==> src/hw/rtl/assert_macros.svh <==
// assertion macros shared by the rtl files
// no dependencies; define NO_ASSERTIONS to compile them out
`ifndef ASSERT_MACROS_SVH
`define ASSERT_MACROS_SVH
`ifndef NO_ASSERTIONS
`define ASSERT_NEVER(label, clk, rst, expr) \
   label: assert property (@(posedge clk) disable iff (rst) !(expr)) \
      else $error("assertion failed");
`define ASSERT_IMPLY(label, clk, rst, ante, cons) \
   label: assert property (@(posedge clk) disable iff (rst) (ante) |-> (cons)) \
      else $error("assertion failed");
`define ASSERT_NEXT(label, clk, rst, ante, cons) \
   label: assert property (@(posedge clk) disable iff (rst) (ante) |=> (cons)) \
      else $error("assertion failed");
`else
`define ASSERT_NEVER(label, clk, rst, expr)
`define ASSERT_IMPLY(label, clk, rst, ante, cons)
`define ASSERT_NEXT(label, clk, rst, ante, cons)
`endif
`endif

==> src/hw/rtl/i2crs_pkg.sv <==
// types and constants of the i2c register transaction sequencer
// no dependencies
package i2crs_pkg;

   localparam int MAX_BYTES = 32;
   localparam int BUF_DEPTH = 32;
   localparam int BUF_AW    = $clog2(BUF_DEPTH);
   localparam int STEP_W    = 6;

   typedef enum logic [1:0] {
      OP_LOAD        = 2'd0,
      OP_BEGIN_WRITE = 2'd1,
      OP_BEGIN_READ  = 2'd2,
      OP_COMPLETE    = 2'd3
   } opcode_type;

   typedef enum logic [2:0] {
      ACT_START     = 3'd0,
      ACT_STOP      = 3'd1,
      ACT_WRITE     = 3'd2,
      ACT_READ      = 3'd3,
      ACT_DATA      = 3'd4,
      ACT_DONE_OK   = 3'd5,
      ACT_DONE_FAIL = 3'd6
   } action_type;

   localparam logic [2:0] ERR_NONE = 3'd0;
   localparam logic [2:0] ERR_SIZE = 3'd5;

   localparam logic [3:0] RETRIES_RESET = 4'd10;

   // transaction phase, one-hot
   typedef enum logic [9:0] {
      PH_IDLE    = 10'b00_0000_0001,
      PH_START   = 10'b00_0000_0010,
      PH_ADDR_W  = 10'b00_0000_0100,
      PH_INDEX   = 10'b00_0000_1000,
      PH_DATA_TX = 10'b00_0001_0000,
      PH_SUSPEND = 10'b00_0010_0000,
      PH_RESTART = 10'b00_0100_0000,
      PH_ADDR_R  = 10'b00_1000_0000,
      PH_READ    = 10'b01_0000_0000,
      PH_STOP    = 10'b10_0000_0000
   } phase_type;

   // local sequencing around the buffer memory, one-hot
   typedef enum logic [2:0] {
      SEQ_IDLE  = 3'b001,
      SEQ_FETCH = 3'b010,
      SEQ_DRAIN = 3'b100
   } seq_type;

endpackage

==> src/hw/rtl/i2crs_ram.sv <==
// generic single write port, single read port ram with registered read
// no dependencies
module i2crs_ram #(
   parameter int WIDTH = 8,
   parameter int DEPTH = 32
) (
   input  logic                     clock,
   input  logic                     wr_en,
   input  logic [$clog2(DEPTH)-1:0] wr_addr,
   input  logic [WIDTH-1:0]         wr_data,
   input  logic [$clog2(DEPTH)-1:0] rd_addr,
   output logic [WIDTH-1:0]         rd_data
);

   logic [WIDTH-1:0] mem_ff [DEPTH];
   logic [WIDTH-1:0] rd_data_ff;

   always_ff @(posedge clock) begin
      if (wr_en) begin
         mem_ff[wr_addr] <= wr_data;
      end
      rd_data_ff <= mem_ff[rd_addr];
   end

   assign rd_data = rd_data_ff;

endmodule

==> src/hw/rtl/i2c_register_transaction_sequencer_unit.sv <==
// top level of the i2c register transaction sequencer
// depends on i2crs_pkg, i2crs_ram and assert_macros.svh

// A request is taken when start is high and busy is low; each result shows on
// the rsp_ ports for one cycle with rsp_valid high and cannot be held off, so
// the receiver must take it then. A load gives no result; a begin outside a
// transaction and most completions give one result, in the following cycle. A
// completion that sends a buffered write byte holds busy while the byte is
// fetched through the registered read of the byte buffer ram. The completion
// that ends a successful read of n bytes holds busy while the buffer ram is
// walked one byte a cycle, giving n read data results and then done ok.
// rsp_last marks the final result of each request. csr_ready is always high;
// write max_retries only when no transaction is in progress.
module i2c_register_transaction_sequencer_unit (
   input  logic       clock,
   input  logic       reset,
   input  logic       start,
   output logic       busy,
   input  logic [1:0] req_opcode,
   input  logic [7:0] req_device_address,
   input  logic [7:0] req_register_index,
   input  logic [7:0] req_byte_count,
   input  logic [4:0] req_buffer_slot,
   input  logic [7:0] req_data_byte,
   input  logic       req_op_ok,
   input  logic [1:0] req_fail_code,
   output logic       rsp_valid,
   output logic [2:0] rsp_action,
   output logic [7:0] rsp_tx_byte,
   output logic       rsp_send_nack,
   output logic [7:0] rsp_read_byte,
   output logic       rsp_last,
   output logic [2:0] rsp_error_code,
   output logic [3:0] rsp_retries_used,
   input  logic       csr_valid,
   output logic       csr_ready,
   input  logic [3:0] csr_data
);

`include "assert_macros.svh"

   localparam int AW = i2crs_pkg::BUF_AW;
   localparam int SW = i2crs_pkg::STEP_W;

   i2crs_pkg::seq_type   seq_ff, seq_in;
   i2crs_pkg::phase_type phase_ff, phase_in;
   logic [3:0]    max_retries_ff;
   logic          is_read_ff, is_read_in;
   logic [7:0]    dev_addr_ff, dev_addr_in;
   logic [7:0]    reg_index_ff, reg_index_in;
   logic [SW-1:0] xfer_count_ff, xfer_count_in;
   logic [SW-1:0] xfer_step_ff, xfer_step_in;
   logic [3:0]    retry_count_ff, retry_count_in;
   logic [SW-1:0] drain_cnt_ff, drain_cnt_in;
   logic          drain_pend_ff, drain_pend_in;

   logic          rsp_valid_ff, rsp_valid_in;
   i2crs_pkg::action_type rsp_action_ff, rsp_action_in;
   logic [7:0]    rsp_tx_ff, rsp_tx_in;
   logic          rsp_nack_ff, rsp_nack_in;
   logic [7:0]    rsp_rd_ff, rsp_rd_in;
   logic          rsp_last_ff, rsp_last_in;
   logic [2:0]    rsp_err_ff, rsp_err_in;
   logic [3:0]    rsp_retries_ff;

   logic          ram_we;
   logic [AW-1:0] ram_waddr;
   logic [7:0]    ram_wdata;
   logic [AW-1:0] ram_raddr;
   logic [7:0]    ram_rdata;

   logic          accept;
   logic [SW-1:0] step_next;
   logic [2:0]    fail_err;

   assign busy      = (seq_ff != i2crs_pkg::SEQ_IDLE);
   assign accept    = start && !busy;
   assign csr_ready = 1'b1;
   assign step_next = xfer_step_ff + SW'(1);
   assign fail_err  = {1'b0, req_fail_code} + 3'd1;

   i2crs_ram #(
      .WIDTH(8),
      .DEPTH(i2crs_pkg::BUF_DEPTH)
   ) u_buf (
      .clock   (clock),
      .wr_en   (ram_we),
      .wr_addr (ram_waddr),
      .wr_data (ram_wdata),
      .rd_addr (ram_raddr),
      .rd_data (ram_rdata)
   );

   always_comb begin
      seq_in         = seq_ff;
      phase_in       = phase_ff;
      is_read_in     = is_read_ff;
      dev_addr_in    = dev_addr_ff;
      reg_index_in   = reg_index_ff;
      xfer_count_in  = xfer_count_ff;
      xfer_step_in   = xfer_step_ff;
      retry_count_in = retry_count_ff;
      drain_cnt_in   = drain_cnt_ff;
      drain_pend_in  = 1'b0;
      rsp_valid_in   = 1'b0;
      rsp_action_in  = i2crs_pkg::ACT_START;
      rsp_tx_in      = 8'd0;
      rsp_nack_in    = 1'b0;
      rsp_rd_in      = 8'd0;
      rsp_last_in    = 1'b1;
      rsp_err_in     = i2crs_pkg::ERR_NONE;
      ram_we         = 1'b0;
      ram_waddr      = req_buffer_slot;
      ram_wdata      = req_data_byte;
      ram_raddr      = xfer_step_ff[AW-1:0];

      unique case (seq_ff)
         i2crs_pkg::SEQ_IDLE: begin
            if (accept) begin
               unique case (i2crs_pkg::opcode_type'(req_opcode))
                  i2crs_pkg::OP_LOAD: begin
                     ram_we = (phase_ff == i2crs_pkg::PH_IDLE);
                  end
                  i2crs_pkg::OP_BEGIN_WRITE, i2crs_pkg::OP_BEGIN_READ: begin
                     if (phase_ff == i2crs_pkg::PH_IDLE) begin
                        retry_count_in = 4'd0;
                        rsp_valid_in   = 1'b1;
                        if (req_byte_count > 8'(i2crs_pkg::MAX_BYTES)) begin
                           rsp_action_in = i2crs_pkg::ACT_DONE_FAIL;
                           rsp_err_in    = i2crs_pkg::ERR_SIZE;
                        end else begin
                           is_read_in    = (req_opcode == i2crs_pkg::OP_BEGIN_READ);
                           dev_addr_in   = req_device_address;
                           reg_index_in  = req_register_index;
                           xfer_count_in = req_byte_count[SW-1:0];
                           xfer_step_in  = '0;
                           phase_in      = i2crs_pkg::PH_START;
                           rsp_action_in = i2crs_pkg::ACT_START;
                        end
                     end
                  end
                  i2crs_pkg::OP_COMPLETE: begin
                     if (phase_ff != i2crs_pkg::PH_IDLE) begin
                        if (req_op_ok) begin
                           rsp_valid_in = 1'b1;
                           unique case (phase_ff)
                              i2crs_pkg::PH_START: begin
                                 rsp_action_in = i2crs_pkg::ACT_WRITE;
                                 rsp_tx_in     = dev_addr_ff;
                                 phase_in      = i2crs_pkg::PH_ADDR_W;
                              end
                              i2crs_pkg::PH_ADDR_W: begin
                                 rsp_action_in = i2crs_pkg::ACT_WRITE;
                                 rsp_tx_in     = reg_index_ff;
                                 phase_in      = i2crs_pkg::PH_INDEX;
                              end
                              i2crs_pkg::PH_INDEX, i2crs_pkg::PH_DATA_TX: begin
                                 if (phase_ff == i2crs_pkg::PH_INDEX && is_read_ff) begin
                                    rsp_action_in = i2crs_pkg::ACT_STOP;
                                    phase_in      = i2crs_pkg::PH_SUSPEND;
                                 end else if (xfer_step_ff < xfer_count_ff) begin
                                    // byte comes from the registered ram read in the fetch state
                                    rsp_valid_in = 1'b0;
                                    xfer_step_in = step_next;
                                    phase_in     = i2crs_pkg::PH_DATA_TX;
                                    seq_in       = i2crs_pkg::SEQ_FETCH;
                                 end else begin
                                    rsp_action_in = i2crs_pkg::ACT_STOP;
                                    phase_in      = i2crs_pkg::PH_STOP;
                                 end
                              end
                              i2crs_pkg::PH_SUSPEND: begin
                                 rsp_action_in = i2crs_pkg::ACT_START;
                                 phase_in      = i2crs_pkg::PH_RESTART;
                              end
                              i2crs_pkg::PH_RESTART: begin
                                 rsp_action_in = i2crs_pkg::ACT_WRITE;
                                 rsp_tx_in     = dev_addr_ff | 8'h01;
                                 phase_in      = i2crs_pkg::PH_ADDR_R;
                              end
                              i2crs_pkg::PH_ADDR_R: begin
                                 xfer_step_in = '0;
                                 if (xfer_count_ff != '0) begin
                                    rsp_action_in = i2crs_pkg::ACT_READ;
                                    rsp_nack_in   = (xfer_count_ff == SW'(1));
                                    phase_in      = i2crs_pkg::PH_READ;
                                 end else begin
                                    rsp_action_in = i2crs_pkg::ACT_STOP;
                                    phase_in      = i2crs_pkg::PH_STOP;
                                 end
                              end
                              i2crs_pkg::PH_READ: begin
                                 ram_we       = 1'b1;
                                 ram_waddr    = xfer_step_ff[AW-1:0];
                                 xfer_step_in = step_next;
                                 if (step_next < xfer_count_ff) begin
                                    rsp_action_in = i2crs_pkg::ACT_READ;
                                    rsp_nack_in   = ({1'b0, step_next} + (SW+1)'(1))
                                                    == {1'b0, xfer_count_ff};
                                 end else begin
                                    rsp_action_in = i2crs_pkg::ACT_STOP;
                                    phase_in      = i2crs_pkg::PH_STOP;
                                 end
                              end
                              i2crs_pkg::PH_STOP: begin
                                 phase_in = i2crs_pkg::PH_IDLE;
                                 if (is_read_ff && xfer_count_ff != '0) begin
                                    rsp_valid_in = 1'b0;
                                    drain_cnt_in = '0;
                                    seq_in       = i2crs_pkg::SEQ_DRAIN;
                                 end else begin
                                    rsp_action_in = i2crs_pkg::ACT_DONE_OK;
                                 end
                              end
                              default: begin
                                 rsp_valid_in = 1'b0;
                                 phase_in     = i2crs_pkg::PH_IDLE;
                              end
                           endcase
                        end else if (retry_count_ff < max_retries_ff) begin
                           retry_count_in = retry_count_ff + 4'd1;
                           xfer_step_in   = '0;
                           phase_in       = i2crs_pkg::PH_START;
                           rsp_valid_in   = 1'b1;
                           rsp_action_in  = i2crs_pkg::ACT_START;
                           rsp_err_in     = fail_err;
                        end else begin
                           phase_in      = i2crs_pkg::PH_IDLE;
                           rsp_valid_in  = 1'b1;
                           rsp_action_in = i2crs_pkg::ACT_DONE_FAIL;
                           rsp_err_in    = fail_err;
                        end
                     end
                  end
                  default: begin
                  end
               endcase
            end
         end
         i2crs_pkg::SEQ_FETCH: begin
            rsp_valid_in  = 1'b1;
            rsp_action_in = i2crs_pkg::ACT_WRITE;
            rsp_tx_in     = ram_rdata;
            seq_in        = i2crs_pkg::SEQ_IDLE;
         end
         i2crs_pkg::SEQ_DRAIN: begin
            ram_raddr = drain_cnt_ff[AW-1:0];
            if (drain_cnt_ff < xfer_count_ff) begin
               drain_cnt_in  = drain_cnt_ff + SW'(1);
               drain_pend_in = 1'b1;
            end
            if (drain_pend_ff) begin
               rsp_valid_in  = 1'b1;
               rsp_action_in = i2crs_pkg::ACT_DATA;
               rsp_rd_in     = ram_rdata;
               rsp_last_in   = 1'b0;
            end else if (drain_cnt_ff >= xfer_count_ff) begin
               rsp_valid_in  = 1'b1;
               rsp_action_in = i2crs_pkg::ACT_DONE_OK;
               seq_in        = i2crs_pkg::SEQ_IDLE;
            end
         end
         default: begin
            seq_in = i2crs_pkg::SEQ_IDLE;
         end
      endcase
   end

   always_ff @(posedge clock) begin
      if (reset) begin
         seq_ff         <= i2crs_pkg::SEQ_IDLE;
         phase_ff       <= i2crs_pkg::PH_IDLE;
         max_retries_ff <= i2crs_pkg::RETRIES_RESET;
         is_read_ff     <= 1'b0;
         retry_count_ff <= 4'd0;
         xfer_step_ff   <= '0;
         xfer_count_ff  <= '0;
         drain_pend_ff  <= 1'b0;
         rsp_valid_ff   <= 1'b0;
      end else begin
         seq_ff         <= seq_in;
         phase_ff       <= phase_in;
         is_read_ff     <= is_read_in;
         retry_count_ff <= retry_count_in;
         xfer_step_ff   <= xfer_step_in;
         xfer_count_ff  <= xfer_count_in;
         drain_pend_ff  <= drain_pend_in;
         rsp_valid_ff   <= rsp_valid_in;
         if (csr_valid && csr_ready) begin
            max_retries_ff <= csr_data;
         end
      end
   end

   always_ff @(posedge clock) begin
      dev_addr_ff    <= dev_addr_in;
      reg_index_ff   <= reg_index_in;
      drain_cnt_ff   <= drain_cnt_in;
      rsp_action_ff  <= rsp_action_in;
      rsp_tx_ff      <= rsp_tx_in;
      rsp_nack_ff    <= rsp_nack_in;
      rsp_rd_ff      <= rsp_rd_in;
      rsp_last_ff    <= rsp_last_in;
      rsp_err_ff     <= rsp_err_in;
      rsp_retries_ff <= retry_count_in;
   end

   assign rsp_valid        = rsp_valid_ff;
   assign rsp_action       = rsp_action_ff;
   assign rsp_tx_byte      = rsp_tx_ff;
   assign rsp_send_nack    = rsp_nack_ff;
   assign rsp_read_byte    = rsp_rd_ff;
   assign rsp_last         = rsp_last_ff;
   assign rsp_error_code   = rsp_err_ff;
   assign rsp_retries_used = rsp_retries_ff;

   // read-out data only appears while the buffer walk holds the block busy
   `ASSERT_IMPLY(a_data_while_drain, clock, reset, rsp_valid && rsp_action == i2crs_pkg::ACT_DATA, seq_ff == i2crs_pkg::SEQ_DRAIN)
   // a buffered write byte is always delivered the cycle after the fetch
   `ASSERT_NEXT(a_fetch_delivers, clock, reset, seq_ff == i2crs_pkg::SEQ_FETCH, rsp_valid && rsp_action == i2crs_pkg::ACT_WRITE && rsp_last)
   // the transaction has already closed when the walk runs
   `ASSERT_IMPLY(a_drain_phase_idle, clock, reset, seq_ff == i2crs_pkg::SEQ_DRAIN, phase_ff == i2crs_pkg::PH_IDLE)
   // a failure report leaves nothing in flight
   `ASSERT_IMPLY(a_fail_ends, clock, reset, rsp_valid && rsp_action == i2crs_pkg::ACT_DONE_FAIL, !busy && phase_ff == i2crs_pkg::PH_IDLE)
   // the walk never runs past the transfer count
   `ASSERT_NEVER(a_drain_bound, clock, reset, seq_ff == i2crs_pkg::SEQ_DRAIN && drain_cnt_ff > xfer_count_ff)

endmodule
==> config.mk <==
export PLATFORM = sky130hd
export DESIGN_NAME = i2c_register_transaction_sequencer_unit
export DESIGN_NICKNAME = d
export VERILOG_FILES = /design/src/hw/rtl/i2crs_pkg.sv /design/src/hw/rtl/i2crs_ram.sv /design/src/hw/rtl/i2c_register_transaction_sequencer_unit.sv
export VERILOG_INCLUDE_DIRS = /design/src /design/src/hw/rtl
export SDC_FILE = /design/constraint.sdc
export NUM_CORES = 1
export LEC_CHECK = 0
export BUFFER_PORTS_ARGS = -buffer_cell sky130_fd_sc_hd__buf_4
export CORE_UTILIZATION = 40
export CTS_CLUSTER_SIZE = 16
export DETAILED_ROUTE_END_ITERATION = 8
export GPL_TIMING_DRIVEN = 1
export SLEW_MARGIN = 20
export SYNTH_ARGS = -nofsm -noshare
export SYNTH_HDL_FRONTEND = slang
export SYNTH_SLANG_ARGS = --single-unit
export TNS_END_PERCENT = 10
==> constraint.sdc <==
create_clock -name clock -period 5.2 [get_ports clock]
set_clock_uncertainty 0.05 [all_clocks]
set_input_delay 0.26 -clock clock [delete_from_list [all_inputs] [get_ports clock]]
set_output_delay 0.26 -clock clock [all_outputs]
set_load 0.01 [all_outputs]
==> results of run 1 <==
==> power by group <==
| group | switching, mW | internal (mW) |
|---|---|---|
| Clock | 1.08 | 1.49 |
| Combinational | 0.121 | 0.0724 |
| Sequential | 0.00516 | 3.03 |
==> kinds of logic after synthesis <==
family                   share of synthesized area, %
adder cells (fa/ha/maj)                          2.48
buffers and inverters                            2.22
other                                          0.0248
XOR/XNOR                                         1.04
AO/OA/AOI/OAI                                    9.37
flip-flops                                       64.7
multiplexers                                     6.11
AND/OR/NAND/NOR                                  14.1
==> flip-flops by register name (all words and copies together), names as in the netlist <==
name              count
u_buf.mem_ff        256
phase_ff             10
dev_addr_ff           8
reg_index_ff          8
rsp_read_byte         8
rsp_tx_byte           8
u_buf.rd_data         8
drain_cnt_ff          6
xfer_count_ff         6
xfer_step_ff          6
max_retries_ff        4
retry_count_ff        4
rsp_retries_used      4
rsp_action            3
rsp_error_code        3
seq_ff                3
drain_pend_ff         1
is_read_ff            1
rsp_last              1
rsp_send_nack         1
rsp_valid             1
==> per-stage QoR <==
step	setup WS [ns]	utilization, %	total power [mW]
after CTS	1.57	47.9	5.83
after global placement	1.51	43.9	3.26
after global routing	1.31	47.9	5.95
after floorplan	2.45	-	3.16
after detailed placement	1.44	43.9	3.26
final	1.52	47.9	5.79
==> cells in the final DEF (no fill, tap or decap), types with 12 or more instances in the layout <==
cell type,count
clkbuf_16,39
dlygate4sd3_1,34
edfxtp_1,278
xnor2_1,13
dfxtp_1,72
nor3_1,17
and3_1,18
a21oi_1,31
nor2_1,108
a31oi_1,17
o21ai_0,18
a22oi_1,21
nand4_1,26
ha_1,30
nand3_1,12
mux2i_1,88
nand2_1,166
nor2b_1,16
buf_4,86
a32oi_1,57
inv_1,25
==> layout make-up <==
class                      instances  area (um^2)
tap                              504          631
fill                            3294        19200
sequential                       350         9790
multi-input combinational        772         5050
inverter                          25         93.8
clock buffer                      46         1020
clock inverter                    18          140
timing repair buffer             120          986
==> per-layer routing <==
layer  routed length (um)  part of all wire [%]  global-route usage, %  vias to the layer above
met5                    0                     0                      0                        -
met4                 1220                   3.0                   7.15                        0
met3                 2740                   6.8                   4.52                       85
met2                18300                    45                   33.3                      406
met1                18000                    45                   28.7                     5056
li1                     -                     -                      -                     4795
==> synth_stat cells, types with 5 or more instances <==
| cell type | count | area share, % |
|---|---|---|
| nor2_1 | 109 | 2.7 |
| mux2i_1 | 89 | 5.9 |
| clkbuf_1 | 43 | 1.1 |
| nor3b_1 | 7 | 0.35 |
| nand4_1 | 26 | 1.1 |
| dfxtp_1 | 72 | 9.5 |
| buf_2 | 11 | 0.36 |
| or3_1 | 7 | 0.29 |
| o21ai_0 | 18 | 0.60 |
| edfxtp_1 | 278 | 55 |
| and3_1 | 18 | 0.74 |
| ha_1 | 30 | 2.5 |
| nand3_1 | 12 | 0.40 |
| nand2b_1 | 11 | 0.45 |
| a22oi_1 | 21 | 1.0 |
| nor2b_1 | 16 | 0.66 |
| and2_1 | 6 | 0.25 |
| a32oi_1 | 57 | 3.3 |
| inv_1 | 25 | 0.62 |
| a31oi_1 | 17 | 0.70 |
| xor2_1 | 5 | 0.29 |
| xnor2_1 | 13 | 0.75 |
| o31ai_1 | 6 | 0.30 |
| nor3_1 | 18 | 0.60 |
| nor4_1 | 9 | 0.37 |
| a21oi_1 | 31 | 1.0 |
| nand2_1 | 166 | 4.1 |
| buf_1 | 5 | 0.12 |
==> path summary, 6_finish.rpt <==
kind,from,to,slack [ns],depth (start not counted)
setup / recovery,xfer_step_ff[1],phase_ff[9],1.52,10
hold / removal,reset,phase_ff[1],0.07,2
setup reg to reg,xfer_step_ff[1],phase_ff[9],1.52,10
hold reg to reg,u_buf.rd_data[7],rsp_tx_byte[7],0.41,2
==> results.md, run 1 <==
- Status: complete, no violations
- Leak pwr: between 5 and 6 nW
- Seq/Total Area, Yosys: approximately 65%
- Placement Rows: 70
- Ys async rst share: 0%
- CTS tree: built
- Global route total overflow: 0
- Avg Cell Area, Syn: 12.5 um^2
- Placed Instances: between 1,500 and 2,000
- Vias per std cell: 5.64
- Worst setup SP type: flop
- Initial Util: 41.0%
- Die Ht: roughly 200 um
- Critical Path Most Common Cell: ha_1
- Total number of yosys warnings: 0
- # IOs: roughly 80
- Die width: just under 200 um
- Post-CTS sizing: 0
- Post-route cell area: approximately 18,000 um^2
- CTS clk-pin slew, worst paths: around 0.07 ns
- Proportion of layout cells with a drive suffix above 1: about 12%
- Post-synthesis net count: 1,287
- Largest net degree at the start of global routing: ~130
- Worst-path fanout max: 17
- Initial antenna violation count: 0
- First-pass GRT wire length: roughly 61,000 um
- RSZ-0062 raised after global routing: false
- #FFs+latches synth: 350
- Final WL: between 40,000 and 50,000 um
- Htree depth: 2
- Ys flop type: edfxtp_1
- Crit path arrival time: roughly 4.1 ns
- Worst min path class: primary input to flop
- Layout net count: approximately 1,400
- Number of antenna diodes: 0
- CP max-delay cell: dfxtp_1
- Crit end category: flop
- Setup_tns: 0 ns
- WP data required: approximately 5.6 ns
- Hold buffer count at CTS: 34
- All-Layer GR Usage: a little over a fifth
- Post-synth EDFFs: 278
- Synth cell types: 66
- Normalized max-slew margin: 26.5%
- Cell family with most CP delay: simple AND/OR/NAND/NOR gates
- Critical Path, Cell by Cell: ha_1 > nand3_1 > xnor2_1 > ha_1 > nor3_1 > nor2_1 > o41ai_1 > a211o_1 > or4b_1 > a21oi_1
- Max rail drop VDD: between 0.2 and 0.3 mV
- Root Buffer: clkbuf_16
- Pwr/cell area: ~330 nW/um^2
- Initial drt markers: 946
- Worst-Margin Slew: 1.10 ns
- Core box area: 37,000 um^2
- Tcrit/Tclk final: slightly above 70%
- Non-filler cells, final: 1,835
- Detailed-route via count: around 10,000
- Post-DP HPWL: between 20,000 and 30,000 um
- Final hold violations: 0
- Slew Limit Fails: 0
- Placed cell areas: between 15,000 and 20,000 um^2
- Residual DRC: 0
- Clock buffer depth: 3
- Netlist Area Pre-Place: roughly 15,000 um^2
- Clk_lat worst skew: roughly 0.55 ns
- # port buffers: 79
- Final setup viols: 0
- Critical path class: flop to flop
- Vias in the first global route: 10,100
- Post-CTS Setup Inserts: 0
- Worst hold margin: 0.0701 ns
- Final min period: roughly 3.7 ns
- Maximum clock rate: 272 MHz
- WL/cell: around 22 um
- Max Cap Violations: 0
- Mapped Cells: between 1,000 and 1,500
- Num CTS Buffers: 37
- Crit path largest cell delay: roughly 0.8 ns
- First-pass DRT Iterations: 5
- Antenna Violating Nets Remaining: 0
- GPL Wtd Cong: ~0.93
- Buffer and inverter count on the worst path: 0
- Area Growth Syn to Fin: 17.0%
- Total die area: ~39,000 um^2
- Clock tree sinks: between 300 and 400
(Power assumes the default switching activity.)
==> inputs of run 2 (changes only) <==
==> constraint.sdc (replaced) <==
create_clock -name clock -period 3.75 [get_ports clock]
set_clock_uncertainty 0.05 [all_clocks]
set_input_delay 0.1875 -clock clock [delete_from_list [all_inputs] [get_ports clock]]
set_output_delay 0.1875 -clock clock [all_outputs]
set_load 0.01 [all_outputs]
==> results.md, run 2 (same netlist as run 1, synthesis figures left out) <==
- WL/cell: 21.6 um (-1.7%)
- Detailed-route via count: 10,600 (+2.8%)
- First-pass DRT Iterations: 7 (+2)
- Number of flip-flops under the largest register name: 256 (unchanged)
- Setup crit end: u_buf.mem_ff[21][5]
- Clock buffer depth: 3 (unchanged)
- Die width: 197 um (unchanged)
- Initial drt markers: 1,050 (+11%)
- Initial Util: 41.0% (unchanged)
- Proportion of layout cells with a drive suffix above 1: 14.2% (+2.6 points)
- CP max-delay cell: nor4_1
- Final WL: 40,900 um (+1.6%)
- Leak pwr: 6.30 nW (+5.4%)
- Largest registers: u_buf.mem_ff: 256 flops, phase_ff: 10 flops
- Normalized max-slew margin: 46.4% (+20 points)
- Top reg by flops: u_buf.mem_ff
- Status: complete, no violations
- Root Buffer: clkbuf_16
- Final core occ: 49.3% (+1.4 points)
- Worst r2r path cells: 6 (-4)
- Die Ht: 197 um (unchanged)
- Vias in the first global route: 10,300 (+2.7%)
- Flop-to-flop setup slack: 0.52 ns (-1.00 ns)
- Initial antenna violation count: 0 (unchanged)
- Non-filler cells, final: 1,897 (+3.4%)
- Placed Instances: 1,784 (+2.7%)
- # IOs: 81 (unchanged)
- Pwr/cell area: 445 nW/um^2 (+36%)
- Leading cell type in the layout, fill and taps excluded: edfxtp_1
- Vias per std cell: 5.60 (-0.56%)
- # port buffers: 79 (unchanged)
- Post-CTS sizing: 0 (unchanged)
- Worst-path fanout max: 32 (+15)
- Worst-Margin Slew: 0.801 ns (-0.302 ns)
- Htree depth: 2 (unchanged)
- Final setup viols: 0 (unchanged)
- Critical Path, Cell by Cell: nor4_1 > nand3_1 > nor2_2 > buf_4 > a41oi_1 > nor2_1
- Fillers: 3,265 (-0.88%)
- Final min period: 3.23 ns (-0.453 ns)
- Worst hold margin: 0.0245 ns (-0.0456 ns)
- All-Layer GR Usage: 21.4% (+0.39 points)
- RR Endpoint: u_buf.mem_ff[21][5]
- Crit end category: flop
- Number of antenna diodes: 0 (unchanged)
- Crit path largest cell delay: 0.67 ns (-0.13 ns)
- Crit path arrival time: 3.36 ns (-0.74 ns)
- Tot Pwr: 8.10 mW (+40%)
- Num CTS Buffers: 38 (+2.7%)
- Total die area: 38,600 um^2 (unchanged)
- Core box area: 37,000 um^2 (unchanged)
- Tcrit/Tclk final: 86.1% (+15 points)
- First-pass GRT wire length: 62,300 um (+2.2%)
- WP data required: 3.88 ns (-1.74 ns)
- Max rail drop VDD: 0.360 mV (+34%)
- Residual DRC: 0 (unchanged)
- Placement Rows: 70 (unchanged)
- Antenna Violating Nets Remaining: 0 (unchanged)
- RSZ-0062 raised after global routing: false
- Clock tree sinks: 350 (unchanged)
- Post-CTS Setup Inserts: 0 (unchanged)
- Post-DP HPWL: 27,100 um (+0.30%)
- RR Startpoint: phase_ff[9]
- CTS tree: built
- Layout net count: 1,446 (+4.3%)
- Critical path class: flop to flop
- Final hold violations: 0 (unchanged)
- Worst setup SP type: flop
- Commonest non-fill, non-tap cells in the layout: edfxtp_1 (278), nand2_1 (166), buf_4 (132)
- Maximum clock rate: 310 MHz (+14%)
- Slew Limit Fails: 0 (unchanged)
- Largest net degree at the start of global routing: 65 (-50%)
- Global route total overflow: 0 (unchanged)
- Max Cap Violations: 0 (unchanged)
- GPL Wtd Cong: 0.869 (-6.9%)
- Critical Path Start: phase_ff[9]
- Setup_tns: 0 ns (unchanged)
- Worst min path class: primary input to flop
- Clk_lat worst skew: 0.56 ns (about the same)
- CTS clk-pin slew, worst paths: 0.06 ns (about the same)
- Area Growth Syn to Fin: 20.4%
run 2: cell count changes in the layout (fill, tap and decap cells not counted), sizes merged:
cell,change
inv,+1
buf,+47
dlygate4sd3,+12
bufinv,+1
clkinv,-1
clkinvlp,+1
clkbuf,+1
run 2: layout make-up:
type	count	area, um^2	share of cell area (%)
inverter	25	93.8	0.515
clock inverter	20	173	0.947
multi-input combinational	772	5050	27.7
timing repair buffer	179	1470	8.07
clock buffer	47	1020	5.57
tap	504	631	3.46
sequential	350	9790	53.7
run 2: per-stage QoR:
step,setup slack (ns),cell area [um^2]
2_1_floorplan,1.03,15100
3_3_place_gp,0.762,16600
3_5_place_dp,0.710,16600
4_1_cts,0.681,18200
5_1_grt,0.405,18200
6_report,0.520,18200
run 2: what timing repair did:
item / in CTS / in global routing
hold buffers: 46 / 0
hold endpoints to repair: 44 / 0
setup endpoints to repair: 0 / 0
run 2: worst min-delay path by stage:
| stage | cells after the start | endpoint | slack (ns) | from |
|---|---|---|---|---|
| finish | 1 | u_buf.mem_ff[5][1] | 0.02 | req_data_byte[1] |
| global route | 1 | u_buf.mem_ff[28][1] | 0.02 | req_data_byte[1] |
| CTS | 1 | u_buf.mem_ff[28][1] | 0.004 | req_data_byte[1] |
| detailed placement | 1 | dev_addr_ff[0] | 0.32 | req_device_address[0] |
| global placement | 1 | dev_addr_ff[7] | 0.32 | req_device_address[7] |
| floorplan | 0 | dev_addr_ff[0] | 0.24 | req_device_address[0] |
run 2: critical path: cells and delay by family, from the launching register on:
family	cells	cell delay [ns]
flops	1	0.40
buf+inv	1	0.33
simple gates	4	1.80
compound gates	1	0.24
run 2: report_power, final:
part / internal (mW) / switching (mW)
combinational: 0.109 / 0.168
clock: 2.13 / 1.50
sequential: 4.20 / 0.00676
total: 6.43 / 1.67
run 2: per-layer routing:
metal  global-route usage [%]  vias to the layer above  share of wire [%]
met5                        0                        -                  0
met4                     5.90                        0                2.3
met3                     3.64                       76                6.5
met2                     34.8                      386                 47
met1                     29.6                     5261                 44
li1                         -                     4909                  -
==> inputs of run 3 (changes only) <==
--- a/config.mk
+++ b/config.mk
@@ -7,10 +7,13 @@
 export NUM_CORES = 1
 export LEC_CHECK = 0
 export BUFFER_PORTS_ARGS = -buffer_cell sky130_fd_sc_hd__buf_4
+export CELL_PAD_IN_SITES_DETAIL_PLACEMENT = 0
+export CELL_PAD_IN_SITES_GLOBAL_PLACEMENT = 1
 export CORE_UTILIZATION = 40
 export CTS_CLUSTER_SIZE = 16
 export DETAILED_ROUTE_END_ITERATION = 8
 export GPL_TIMING_DRIVEN = 1
+export PLACE_DENSITY_LB_ADDON = 0.1
 export SLEW_MARGIN = 20
 export SYNTH_ARGS = -nofsm -noshare
 export SYNTH_HDL_FRONTEND = slang
==> results.md, run 3 (same netlist as run 1, synthesis figures left out) <==
- First-pass GRT wire length: 64,000 um (+2.8%)
- Die width: 197 um (unchanged)
- RSZ-0062 raised after global routing: false
- Global route total overflow: 0 (unchanged)
- Die Ht: 197 um (unchanged)
- Total die area: 38,600 um^2 (unchanged)
- Antenna Violating Nets Remaining: 0 (unchanged)
- Max Cap Violations: 0 (unchanged)
- Layout net count: 1,446 (unchanged)
- Largest net degree at the start of global routing: 73 (+12%)
- Placement Rows: 70 (unchanged)
- Combinational power share: 3.3% (about the same)
- CTS tree: built
- Non-filler cells, final: 1,902 (+0.26%)
- Clock buffer depth: 3 (unchanged)
- All-Layer GR Usage: 22.4% (+1.0 points)
- Clock share of power: 46.5% (+1.8 points)
- Pwr/cell area: 457 nW/um^2 (+2.8%)
- Final hold violations: 0 (unchanged)
- Tot Pwr: 8.39 mW (+3.5%)
- Proportion of layout cells with a drive suffix above 1: 15.2% (+0.95 points)
- Core box area: 37,000 um^2 (unchanged)
- Top reg by flops: u_buf.mem_ff
- Crit end category: flop
- Clk_lat worst skew: 0.57 ns (about the same)
- Vias per std cell: 5.50 (-1.9%)
- Critical path class: flop to flop
- Leading cell type in the layout, fill and taps excluded: edfxtp_1
- Crit path arrival time: 3.36 ns (about the same)
- Crit path largest cell delay: 0.60 ns (-0.07 ns)
- Final WL: 42,900 um (+5.0%)
- Worst min path class: primary input to flop
- Sequential share of power: 50.1% (-1.8 points)
- Sw power: 1.78 mW (+6.4%)
- Area Growth Syn to Fin: 21.2%
- Maximum clock rate: 311 MHz (+0.55%)
- Setup_tns: 0 ns (unchanged)
- Clock tree sinks: 350 (unchanged)
- WP data required: 3.89 ns (about the same)
- Commonest non-fill, non-tap cells in the layout: edfxtp_1 (278), nand2_1 (166), buf_4 (129)
- Critical Path Most Common Cell: buf_4
- Final setup viols: 0 (unchanged)
- Detailed-route via count: 10,500 (-1.6%)
- Worst r2r path cells: 7 (+1)
- Initial drt markers: 782 (-26%)
- Worst setup SP type: flop
- Num CTS Buffers: 40 (+5.3%)
- Worst-path fanout max: 23 (-28%)
- Worst-Margin Slew: 0.958 ns (+0.157 ns)
- Slew Limit Fails: 0 (unchanged)
- CTS clk-pin slew, worst paths: 0.07 ns (about the same)
- Worst hold margin: 0.0398 ns (+0.0153 ns)
- Normalized max-slew margin: 35.9% (-10 points)
- Switching Share: 21.2% (+0.59 points)
- CP max-delay cell: nor2_1
- Tcrit/Tclk final: 85.7% (-0.47 points)
- Htree depth: 2 (unchanged)
- Leak pwr: 6.36 nW (+1.1%)
- # port buffers: 79 (unchanged)
- First-pass DRT Iterations: 7 (unchanged)
- Number of antenna diodes: 0 (unchanged)
- Initial antenna violation count: 1 (+1)
- GPL Wtd Cong: 0.896 (+3.1%)
- Status: complete, no violations
- # IOs: 81 (unchanged)
- Residual DRC: 0 (unchanged)
- Internal: 6.61 mW (+2.7%)
- Critical Path, Cell by Cell: nor4_1 > nand3_1 > nor2_2 > buf_4 > buf_4 > a41oi_1 > nor2_1
- Post-DP HPWL: 29,000 um (+7.1%)
- Largest registers: u_buf.mem_ff: 256 flops, phase_ff: 10 flops
- WL/cell: 22.6 um (+4.7%)
- Max rail drop VDD: 0.366 mV (+1.7%)
- Root Buffer: clkbuf_16
- Final min period: 3.21 ns (-0.0175 ns)
- Placed Instances: 1,782 (-0.11%)
- Hold Path Depth: 1 (unchanged)
- Number of flip-flops under the largest register name: 256 (unchanged)
- Vias in the first global route: 10,100 (-1.8%)
- Initial Util: 41.0% (unchanged)
- Final core occ: 49.6% (+0.33 points)
- Post-CTS sizing: 0 (unchanged)
==> run 3: cell types whose count changed in the layout (fill, tap and decap cells not counted), sizes merged <==
cell | previous run | this run
clkinv | 14 | 20
inv | 27 | 30
buf | 133 | 131
clkbuf | 47 | 46
clkinvlp | 1 | 0
==> run 3: final timing paths <==
path                         start                  end  slack [ns]
hold reg to reg   u_buf.rd_data[3]       rsp_tx_byte[3]        0.43
setup reg to reg       phase_ff[9]  u_buf.mem_ff[20][7]        0.54
setup / recovery       phase_ff[9]  u_buf.mem_ff[20][7]        0.54
hold / removal    req_data_byte[1]  u_buf.mem_ff[27][1]        0.04
==> run 3: power groups by stage <==
| stage | clock, mW | combinational (mW) | sequential (mW) |
|---|---|---|---|
| 2_1_floorplan | 0 | 0.0939 | 4.29 |
| 3_3_place_gp | 0 | 0.243 | 4.29 |
| 3_5_place_dp | 0 | 0.244 | 4.29 |
| 4_1_cts | 4.00 | 0.280 | 4.20 |
| 5_1_grt | 4.13 | 0.303 | 4.20 |
| 6_report | 3.90 | 0.280 | 4.20 |
==> run 3: cell type report <==
class	count	area [um^2]
fillers	3350	18600
flip-flops and latches	350	9790
multi-input cells	772	5050
repair buffers	177	1470
clock buffers	46	1090
well taps	504	631
clock inverters	28	225
inverters	25	93.8
==> run 3: timing repair <==
action,CTS,global route
endpoints found under the setup margin,0,0
hold buffers,46,0
endpoints found under the hold margin,45,0
setup buffers,0,0
==> run 3: per-stage QoR <==
stage          instance area [um^2]  setup WS [ns]
2_1_floorplan                 15100           1.03
3_3_place_gp                  16600          0.606
3_5_place_dp                  16600          0.592
4_1_cts                       18300          0.547
5_1_grt                       18300          0.296
6_report                      18300          0.537
==> run 3: worst max-delay path, delay by kind of cell, from the launching register on <==
kind | cells | cell delay [ns]
simple gates | 4 | 1.72
buf+inv | 2 | 0.45
flops | 1 | 0.40
compound gates | 1 | 0.21
==> run 3: metal layers <==
layer / share of wire [%] / up-vias / routed length (um) / GRT usage (%)
met5: 0.021 / - / 9 / 0
met4: 1.8 / 2 / 783 / 6.45
met3: 6.4 / 58 / 2740 / 4.88
met2: 46 / 292 / 19500 / 34.9
met1: 46 / 5196 / 19900 / 31.5
li1: - / 4913 / - / -
